$ cat config.mk
export PLATFORM = sky130hd
export DESIGN_NAME = wheel_slip_stall_monitor_unit
export DESIGN_NICKNAME = d
export VERILOG_FILES = /design/src/rtl/wssm_pkg.sv /design/src/rtl/wssm_div.sv /design/src/rtl/wheel_slip_stall_monitor_unit.sv
export SDC_FILE = /design/constraint.sdc
export NUM_CORES = 2
export LEC_CHECK = 0
export ABC_AREA = 1
export BUFFER_PORTS_ARGS = -buffer_cell sky130_fd_sc_hd__buf_2
export CAP_MARGIN = 10
export CORE_UTILIZATION = 35
export CTS_CLUSTER_SIZE = 10
export DETAILED_ROUTE_END_ITERATION = 8
export SKIP_CTS_REPAIR_TIMING = 1
export SLEW_MARGIN = 20
export SYNTH_ARGS = -nofsm -noshare
export SYNTH_HDL_FRONTEND = slang
export SYNTH_HIERARCHICAL = 1
export SYNTH_SLANG_ARGS = --single-unit
$ cat constraint.sdc
create_clock -name clk_i -period 17.86 [get_ports clk_i]
set_input_delay 2.679 -clock clk_i [delete_from_list [all_inputs] [get_ports clk_i]]
set_output_delay 2.679 -clock clk_i [all_outputs]
set_load 0.005 [all_outputs]
$ cat src/rtl/wssm_pkg.sv
// ----------------------------------------------------------------------------
// Wheel slip and stall monitor package
// Shared types, register indexes, operation codes and constants.
// ----------------------------------------------------------------------------
`default_nettype none

package wssm_pkg;

  localparam int NumChannels = 3;
  localparam int ChIdxW      = $clog2(NumChannels);

  localparam logic [1:0] OpCurrent  = 2'd0;
  localparam logic [1:0] OpSpeed    = 2'd1;
  localparam logic [1:0] OpEvaluate = 2'd2;

  localparam logic [1:0] ReasonNormal    = 2'd0;
  localparam logic [1:0] ReasonStall     = 2'd1;
  localparam logic [1:0] ReasonNoCurrent = 2'd2;
  localparam logic [1:0] ReasonImbalance = 2'd3;

  localparam logic [2:0] RegCurrentPerSpeed = 3'd0;
  localparam logic [2:0] RegStallThreshold  = 3'd1;
  localparam logic [2:0] RegIdleThreshold   = 3'd2;
  localparam logic [2:0] RegScaleFloor      = 3'd3;
  localparam logic [2:0] RegScaleCeiling    = 3'd4;

  localparam logic [15:0] CurrentPerSpeedRst = 16'd512;
  localparam logic [15:0] StallThresholdRst  = 16'd1408;
  localparam logic [15:0] IdleThresholdRst   = 16'd77;
  localparam logic [15:0] ScaleFloorRst      = 16'd256;
  localparam logic [15:0] ScaleCeilingRst    = 16'd3840;

  // A speed above 0.05 in Q8.8 is a raw value above 12.
  localparam logic [16:0] SpeedMinRaw    = 17'd12;
  // An expected current above 0.1 in Q8.8 is a raw value above 25.
  localparam logic [15:0] ExpectedMinRaw = 16'd25;

  localparam logic signed [15:0] LowStart = 16'sd32767;

  typedef struct packed {
    logic done;
    logic rem_nonzero;
  } div_status_t;

endpackage

`default_nettype wire

$ cat src/rtl/wssm_div.sv
// ----------------------------------------------------------------------------
// Wheel slip and stall monitor divider
// Restoring divider, one quotient bit per cycle, for a 32 bit dividend whose
// quotient is known to fit in 16 bits.
// ----------------------------------------------------------------------------
`default_nettype none

module wssm_div
  import wssm_pkg::*;
(
  input  wire logic        clk_i,
  input  wire logic        rst_ni,
  input  wire logic        start_i,
  input  wire logic [31:0] dividend_i,
  input  wire logic [17:0] divisor_i,
  output div_status_t      status_o,
  output logic [15:0]      quotient_o
);

  logic        running_q, running_d;
  logic        done_q, done_d;
  logic [3:0]  cnt_q, cnt_d;
  logic [18:0] rem_q, rem_d;
  logic [15:0] dvd_q, dvd_d;
  logic [15:0] quo_q, quo_d;
  logic [18:0] trial;
  logic [18:0] diff;
  logic        fits;

  assign trial = {rem_q[17:0], dvd_q[15]};
  assign diff  = trial - {1'b0, divisor_i};
  assign fits  = trial >= {1'b0, divisor_i};

  always_comb begin
    running_d = running_q;
    done_d    = 1'b0;
    cnt_d     = cnt_q;
    rem_d     = rem_q;
    dvd_d     = dvd_q;
    quo_d     = quo_q;
    if (start_i) begin
      running_d = 1'b1;
      cnt_d     = '0;
      rem_d     = {3'b000, dividend_i[31:16]};
      dvd_d     = dividend_i[15:0];
    end else if (running_q) begin
      rem_d = fits ? diff : trial;
      quo_d = {quo_q[14:0], fits};
      dvd_d = {dvd_q[14:0], 1'b0};
      cnt_d = cnt_q + 4'd1;
      if (cnt_q == 4'd15) begin
        running_d = 1'b0;
        done_d    = 1'b1;
      end
    end
  end

  always_ff @(posedge clk_i or negedge rst_ni) begin
    if (!rst_ni) begin
      running_q <= 1'b0;
      done_q    <= 1'b0;
      cnt_q     <= '0;
    end else begin
      running_q <= running_d;
      done_q    <= done_d;
      cnt_q     <= cnt_d;
    end
  end

  always_ff @(posedge clk_i) begin
    rem_q <= rem_d;
    dvd_q <= dvd_d;
    quo_q <= quo_d;
  end

  assign status_o.done        = done_q;
  assign status_o.rem_nonzero = rem_q != '0;
  assign quotient_o           = quo_q;

endmodule

`default_nettype wire

$ cat src/rtl/wheel_slip_stall_monitor_unit.sv
// ----------------------------------------------------------------------------
// Wheel slip and stall monitor
// Tracks motor currents and commanded speed and, on an evaluate tick after every
// channel has a sample, gives an odometry trust scale with a reason code.
// ----------------------------------------------------------------------------
//
//   Channel  Direction  Handshake               Word
//   in       input      in_valid_i/in_stall_o   operation, channel, sample value
//   out      output     out_valid_o/out_stall_i trust scale, reason code
//   cfg      input      cfg_valid_i/cfg_ready_o register index, write data
//
// An evaluate tick scans the channels one per cycle, then uses one shared
// multiplier; a partial imbalance uses it a second time and then runs a
// serial divider. The input stalls while an evaluation runs and while its
// result waits for the output register to free up. Reset restores the
// register defaults and clears all channels and the commanded speed.
// ----------------------------------------------------------------------------
`default_nettype none

module wheel_slip_stall_monitor_unit
  import wssm_pkg::*;
(
  input  wire logic        clk_i,
  input  wire logic        rst_ni,
  input  wire logic        in_valid_i,
  output logic             in_stall_o,
  input  wire logic [1:0]  operation_i,
  input  wire logic [1:0]  channel_i,
  input  wire logic [15:0] sample_value_i,
  output logic             out_valid_o,
  input  wire logic        out_stall_i,
  output logic [15:0]      trust_scale_o,
  output logic [1:0]       reason_code_o,
  input  wire logic        cfg_valid_i,
  output logic             cfg_ready_o,
  input  wire logic [2:0]  cfg_index_i,
  input  wire logic [15:0] cfg_data_i
);

  typedef enum logic [7:0] {
    StIdle   = 8'b0000_0001,
    StScan   = 8'b0000_0010,
    StMul    = 8'b0000_0100,
    StDecide = 8'b0000_1000,
    StMul2   = 8'b0001_0000,
    StDivGo  = 8'b0010_0000,
    StDiv    = 8'b0100_0000,
    StDone   = 8'b1000_0000
  } state_e;

  localparam logic [3:0] ChLimit = 4'(NumChannels);

  state_e state_q, state_d;

  logic [15:0] cps_q, stall_thr_q, idle_thr_q, floor_q, ceil_q;

  logic signed [15:0]   cur_q [NumChannels];
  logic [NumChannels-1:0] seen_q;
  logic [16:0]          speed_q;

  logic [ChIdxW-1:0]  scan_cnt_q, scan_cnt_d;
  logic signed [15:0] peak_q, peak_d;
  logic signed [15:0] low_q, low_d;
  logic [32:0]        prod_q;
  logic [15:0]        expected_q, expected_d;
  logic [15:0]        diff_q, diff_d;
  logic [15:0]        res_scale_q, res_scale_d;
  logic [1:0]         res_reason_q, res_reason_d;

  logic        out_valid_q;
  logic [15:0] out_scale_q;
  logic [1:0]  out_reason_q;

  logic        in_acc;
  logic        ch_ok;
  logic [ChIdxW-1:0] ch_idx;
  logic [16:0] sample_ext;
  logic [16:0] speed_mag;

  logic signed [15:0] scan_cur;
  logic [16:0] mul_a;
  logic [15:0] mul_b;
  logic [32:0] mul_p;
  logic [16:0] span;
  logic        span_neg;
  logic [15:0] span_mag;

  logic [15:0] expected_sat;
  logic [16:0] diff_wide;
  logic [17:0] diff_x2;
  logic [17:0] exp_x3;
  logic [17:0] exp_x4;

  logic        div_start;
  div_status_t div_status;
  logic [15:0] div_quo;

  logic out_load;

  assign cfg_ready_o = 1'b1;
  assign in_stall_o  = state_q != StIdle;
  assign in_acc      = in_valid_i && (state_q == StIdle);

  assign ch_ok      = {2'b00, channel_i} < ChLimit;
  assign ch_idx     = ChIdxW'(channel_i);
  assign sample_ext = {sample_value_i[15], sample_value_i};
  assign speed_mag  = sample_value_i[15] ? (17'd0 - sample_ext) : sample_ext;

  always_ff @(posedge clk_i or negedge rst_ni) begin
    if (!rst_ni) begin
      cps_q       <= CurrentPerSpeedRst;
      stall_thr_q <= StallThresholdRst;
      idle_thr_q  <= IdleThresholdRst;
      floor_q     <= ScaleFloorRst;
      ceil_q      <= ScaleCeilingRst;
    end else if (cfg_valid_i) begin
      case (cfg_index_i)
        RegCurrentPerSpeed: cps_q       <= cfg_data_i;
        RegStallThreshold:  stall_thr_q <= cfg_data_i;
        RegIdleThreshold:   idle_thr_q  <= cfg_data_i;
        RegScaleFloor:      floor_q     <= cfg_data_i;
        RegScaleCeiling:    ceil_q      <= cfg_data_i;
        default: begin
        end
      endcase
    end
  end

  always_ff @(posedge clk_i or negedge rst_ni) begin
    if (!rst_ni) begin
      for (int i = 0; i < NumChannels; i++) begin
        cur_q[i] <= '0;
      end
      seen_q  <= '0;
      speed_q <= '0;
    end else if (in_acc) begin
      if (operation_i == OpCurrent && ch_ok) begin
        cur_q[ch_idx]  <= sample_value_i;
        seen_q[ch_idx] <= 1'b1;
      end else if (operation_i == OpSpeed) begin
        speed_q <= speed_mag;
      end
    end
  end

  assign scan_cur = cur_q[scan_cnt_q];

  assign span     = {1'b0, ceil_q} - {1'b0, floor_q};
  assign span_neg = span[16];
  assign span_mag = span_neg ? (floor_q - ceil_q) : span[15:0];

  assign mul_a = (state_q == StMul2) ? {1'b0, span_mag} : speed_q;
  assign mul_b = (state_q == StMul2) ? diff_q : cps_q;
  assign mul_p = {16'd0, mul_a} * {17'd0, mul_b};

  assign expected_sat = (prod_q[32:24] != '0) ? 16'hFFFF : prod_q[23:8];
  assign diff_wide    = {peak_q[15], peak_q} - {low_q[15], low_q};
  assign diff_x2      = {1'b0, diff_wide[15:0], 1'b0};
  assign exp_x3       = {1'b0, expected_sat, 1'b0} + {2'b00, expected_sat};
  assign exp_x4       = {expected_sat, 2'b00};

  assign div_start = state_q == StDivGo;
  assign out_load  = (state_q == StDone) && (!out_valid_q || !out_stall_i);

  always_comb begin
    state_d      = state_q;
    scan_cnt_d   = scan_cnt_q;
    peak_d       = peak_q;
    low_d        = low_q;
    expected_d   = expected_q;
    diff_d       = diff_q;
    res_scale_d  = res_scale_q;
    res_reason_d = res_reason_q;
    case (state_q)
      StIdle: begin
        if (in_acc && operation_i == OpEvaluate && (&seen_q)) begin
          scan_cnt_d = '0;
          peak_d     = '0;
          low_d      = LowStart;
          state_d    = StScan;
        end
      end
      StScan: begin
        if (scan_cur > peak_q) begin
          peak_d = scan_cur;
        end
        if (scan_cur < low_q) begin
          low_d = scan_cur;
        end
        if (scan_cnt_q == ChIdxW'(NumChannels - 1)) begin
          state_d = StMul;
        end else begin
          scan_cnt_d = scan_cnt_q + ChIdxW'(1);
        end
      end
      StMul: begin
        state_d = StDecide;
      end
      StDecide: begin
        expected_d = expected_sat;
        diff_d     = diff_wide[15:0];
        state_d    = StDone;
        if (peak_q[15:0] > stall_thr_q) begin
          res_scale_d  = ceil_q;
          res_reason_d = ReasonStall;
        end else if (speed_q > SpeedMinRaw && peak_q[15:0] < idle_thr_q) begin
          res_scale_d  = ceil_q;
          res_reason_d = ReasonNoCurrent;
        end else if (expected_sat > ExpectedMinRaw && diff_x2 > exp_x3) begin
          res_reason_d = ReasonImbalance;
          if ({2'b00, diff_wide[15:0]} >= exp_x4) begin
            res_scale_d = ceil_q;
          end else begin
            state_d = StMul2;
          end
        end else begin
          res_scale_d  = floor_q;
          res_reason_d = ReasonNormal;
        end
      end
      StMul2: begin
        state_d = StDivGo;
      end
      StDivGo: begin
        state_d = StDiv;
      end
      StDiv: begin
        if (div_status.done) begin
          if (span_neg) begin
            res_scale_d = floor_q - div_quo - {15'd0, div_status.rem_nonzero};
          end else begin
            res_scale_d = floor_q + div_quo;
          end
          state_d = StDone;
        end
      end
      StDone: begin
        if (out_load) begin
          state_d = StIdle;
        end
      end
      default: begin
        state_d = StIdle;
      end
    endcase
  end

  always_ff @(posedge clk_i or negedge rst_ni) begin
    if (!rst_ni) begin
      state_q     <= StIdle;
      out_valid_q <= 1'b0;
    end else begin
      state_q <= state_d;
      if (out_load) begin
        out_valid_q <= 1'b1;
      end else if (!out_stall_i) begin
        out_valid_q <= 1'b0;
      end
    end
  end

  always_ff @(posedge clk_i) begin
    scan_cnt_q   <= scan_cnt_d;
    peak_q       <= peak_d;
    low_q        <= low_d;
    expected_q   <= expected_d;
    diff_q       <= diff_d;
    res_scale_q  <= res_scale_d;
    res_reason_q <= res_reason_d;
    if (state_q == StMul || state_q == StMul2) begin
      prod_q <= mul_p;
    end
    if (out_load) begin
      out_scale_q  <= res_scale_q;
      out_reason_q <= res_reason_q;
    end
  end

  wssm_div u_div (
    .clk_i      (clk_i),
    .rst_ni     (rst_ni),
    .start_i    (div_start),
    .dividend_i (prod_q[31:0]),
    .divisor_i  ({expected_q, 2'b00}),
    .status_o   (div_status),
    .quotient_o (div_quo)
  );

  assign out_valid_o   = out_valid_q;
  assign trust_scale_o = out_scale_q;
  assign reason_code_o = out_reason_q;

endmodule

`default_nettype wire

==> summary.txt <==
Critical path
  – Top Family by Delay on Critical Path: adder cells
  – CP Data Arrival Time: ~9.0 ns
  – Worst Setup Start Kind: register
  – Crit path capture type: register
  – Crit Path Category: register to register
  – Crit-path max FO: 34
  – Critical-path top delay cell: inv_2
  – Largest stage delay, worst path: 0.59 ns
  – Buffers & Inverters on Critical Path: 7
  – WP data required: 18.19 ns

Clock tree
  – Clk slew on worst S/H paths: approximately 0.06 ns
  – Clk_lat worst skew: 0.61 ns
  – Clock tree buffer depth: 3
  – H-tree depth: 2
  – Num CTS Buffers: 44
  – CTS root buffer: clkbuf_16
  – Clock sinks: roughly 350
  – CTS tree: done

STA
  – Setup_tns: 0 ns
  – RSZ-0062 raised after global routing: no
  – Worst hold slack: roughly 0.41 ns
  – Setup violators final: 0
  – Slew HR: a little under a third
  – Slew at the pin with the worst max-slew slack: 1.03 ns
  – Max Clk Rate: 115 MHz
  – Fin. max-slew vios: 0
  – Period utilization: 48.8%
  – Final setup skew: roughly 0.055 ns
  – Final Hold Fails: 0
  – Fin crit period: 8.71 ns

Final layout
  – Final Util: between 30% and 40%
  – Syn-to-layout area delta: 8.61%
  – Most frequent cells in the layout: nand2_1, inv_1, ha_1
  – Layout net count: 4,566
  – Post-route cell area: 34,900 um^2
  – Commonest non-fill, non-tap cell in the layout: nand2_1
  – Fillers: between 9,000 and 10,000
  – Share of cells above drive strength 1: roughly 6.1%

Synth
  – Synthesized instance count: 3,940
  – Async SR Flop Fraction: 46.7%
  – Post-synthesis sequential area ratio: between 30 and 40%
  – Synth Flop Type: edfxtp_1
  – Synthesized area: approximately 32,000 um^2
  – Syn avg cell area: about 8.2 um^2
  – Synth warnings: 6
  – Distinct cells, synth: 67
  – Yosys reg bits: approximately 350
  – EDFF count, synth: 183

GRT
  – Initial antenna violation count: 7
  – Grt ovf: 0
  – Pin count of the biggest net entering global routing: between 60 and 70
  – Number of global-route vias before repair: approximately 26,000
  – Global Route Usage Sum: between 20% and 30%
  – First-pass GRT wire length: between 100,000 and 150,000 um

Routing
  – Vias/cell: about 5
  – DRT Wirelength: 94,400 um
  – Vias: between 20,000 and 30,000
  – Final ANT Viol Nets: 0
  – Initial drt markers: around 2,000
  – Wire length per cell: approximately 18 um
  – DRC errors left: 0
  – Pre-antenna DRT Iters: 6

Placed design
  – DP Area: approximately 34,000 um^2
  – Count of input and output buffers: between 60 and 70
  – HPWL after detailed placement: about 76,000 um
  – RD Place Congestion: slightly below 1

Die
  – # IOs: 65
  – Die Wd: around 310 um
  – Core Region: slightly above 90,000 um^2
  – Placement row count: 110
  – Die H: around 310 um
  – DIE AREA: approximately 93,000 um^2
  – Initial Utilization: a little over a third

Hold path
  – HP Class: register to register

Job
  – Max_cap viols: 0

Status
  – Outcome: complete, no violations
[cell type report]
type	count	area, um^2	area share (%)
clock inverter	11	106	0.304
sequential	349	9650	27.6
tap	1176	1470	4.21
timing repair buffer	83	472	1.35
clock buffer	66	1200	3.45
antenna	1	2.50	0.00716
inverter	718	2700	7.71
multi-input combinational	2776	19300	55.3
[final timing paths]
check | start | cells after the start | slack, ns | end
worst max-delay path | floor_q[3]$_DFFE_PN0P_ | 34 | 9.15 | prod_q[26]$_DFFE_PP_
worst min-delay path | res_scale_q[8]$_DFFE_PP_ | 0 | 0.41 | trust_scale_o[8]$_DFFE_PP_
worst max register to register | floor_q[3]$_DFFE_PN0P_ | 34 | 9.15 | prod_q[26]$_DFFE_PP_
worst min register to register | res_scale_q[8]$_DFFE_PP_ | 0 | 0.41 | trust_scale_o[8]$_DFFE_PP_
max in group asynchronous | rst_ni | 2 | 14.57 | cur_q[29]$_DFFE_PN0P_
min in group asynchronous | rst_ni | 1 | 2.11 | cps_q[1]$_DFFE_PN0P_
[cell families (layout without fill, tap and decap cells)]
| kind of cell | count (synthesis) | count (layout) | synth area share, % |
|---|---|---|---|
| xor gates and xnor gates | 119 | 119 | 3.24 |
| adders and majority gates | 550 | 550 | 26.4 |
| buffers and inverters | 817 | 878 | 10.0 |
| DFF | 349 | 349 | 30.0 |
| and+or+nand+nor | 1523 | 1523 | 20.1 |
| AOI/OAI and AO/OA | 580 | 580 | 10.1 |
| other | 2 | 5 | 0.0233 |
[sequential cells by signal, summed over array words and instances, names as in the netlist, 17 cells and up]
name	cells
cur_q	48
prod_q	33
speed_q	17
u_div/rem_q	19
[cells in the mapped netlist, types with 4 or more instances]
cell type | count | area share [%]
nand2_2 | 11 | 0.21
a21oi_1 | 185 | 2.9
nand2_1 | 862 | 10
nand3_2 | 6 | 0.19
and2_1 | 12 | 0.23
inv_2 | 20 | 0.23
dfstp_2 | 14 | 1.1
nand4_1 | 28 | 0.54
or2_1 | 36 | 0.70
o21ai_1 | 29 | 0.45
o31ai_1 | 7 | 0.16
clkbuf_1 | 51 | 0.60
a21oi_2 | 10 | 0.27
nor2_2 | 6 | 0.12
a31oi_1 | 16 | 0.31
nor3_1 | 27 | 0.42
nand3b_1 | 15 | 0.35
nand3_1 | 200 | 3.1
xor2_1 | 86 | 2.3
edfxtp_1 | 183 | 17
o21bai_1 | 17 | 0.40
buf_2 | 17 | 0.26
buf_6 | 9 | 0.32
o21ai_2 | 11 | 0.30
o21ai_0 | 247 | 3.8
a21o_1 | 13 | 0.30
ha_1 | 334 | 13
nor2_1 | 286 | 3.3
nand2_4 | 4 | 0.14
o211ai_1 | 8 | 0.19
fa_1 | 216 | 13
dfrtp_1 | 149 | 12
inv_1 | 697 | 8.1
nor4_1 | 15 | 0.29
xnor2_1 | 33 | 0.90
buf_4 | 19 | 0.44
or2_2 | 4 | 0.078
a31o_2 | 4 | 0.11
o21a_1 | 9 | 0.21
[metrics by stage]
step	setup slack, ns	std cells
CTS	9.14	5179
detailed placement	9.18	5102
global route	8.56	5179
floorplan	10.67	3942
finish	9.15	5180
global placement	9.27	5102
[metal layers]
| metal | routed length, um | track usage [%] | part of all wire, % | vias up |
|---|---|---|---|---|
| li1 | - | - | - | 12644 |
| met3 | 6040 | 3.04 | 6.4 | 154 |
| met4 | 2670 | 5.94 | 2.8 | 0 |
| met2 | 43100 | 32.9 | 46 | 783 |
| met5 | 0 | 0 | 0 | - |
| met1 | 42600 | 27.8 | 45 | 12399 |
Power is left out: the tool's default activity adds up to more than one toggle a clock period on the data nets, which glitch-free logic cannot reach.
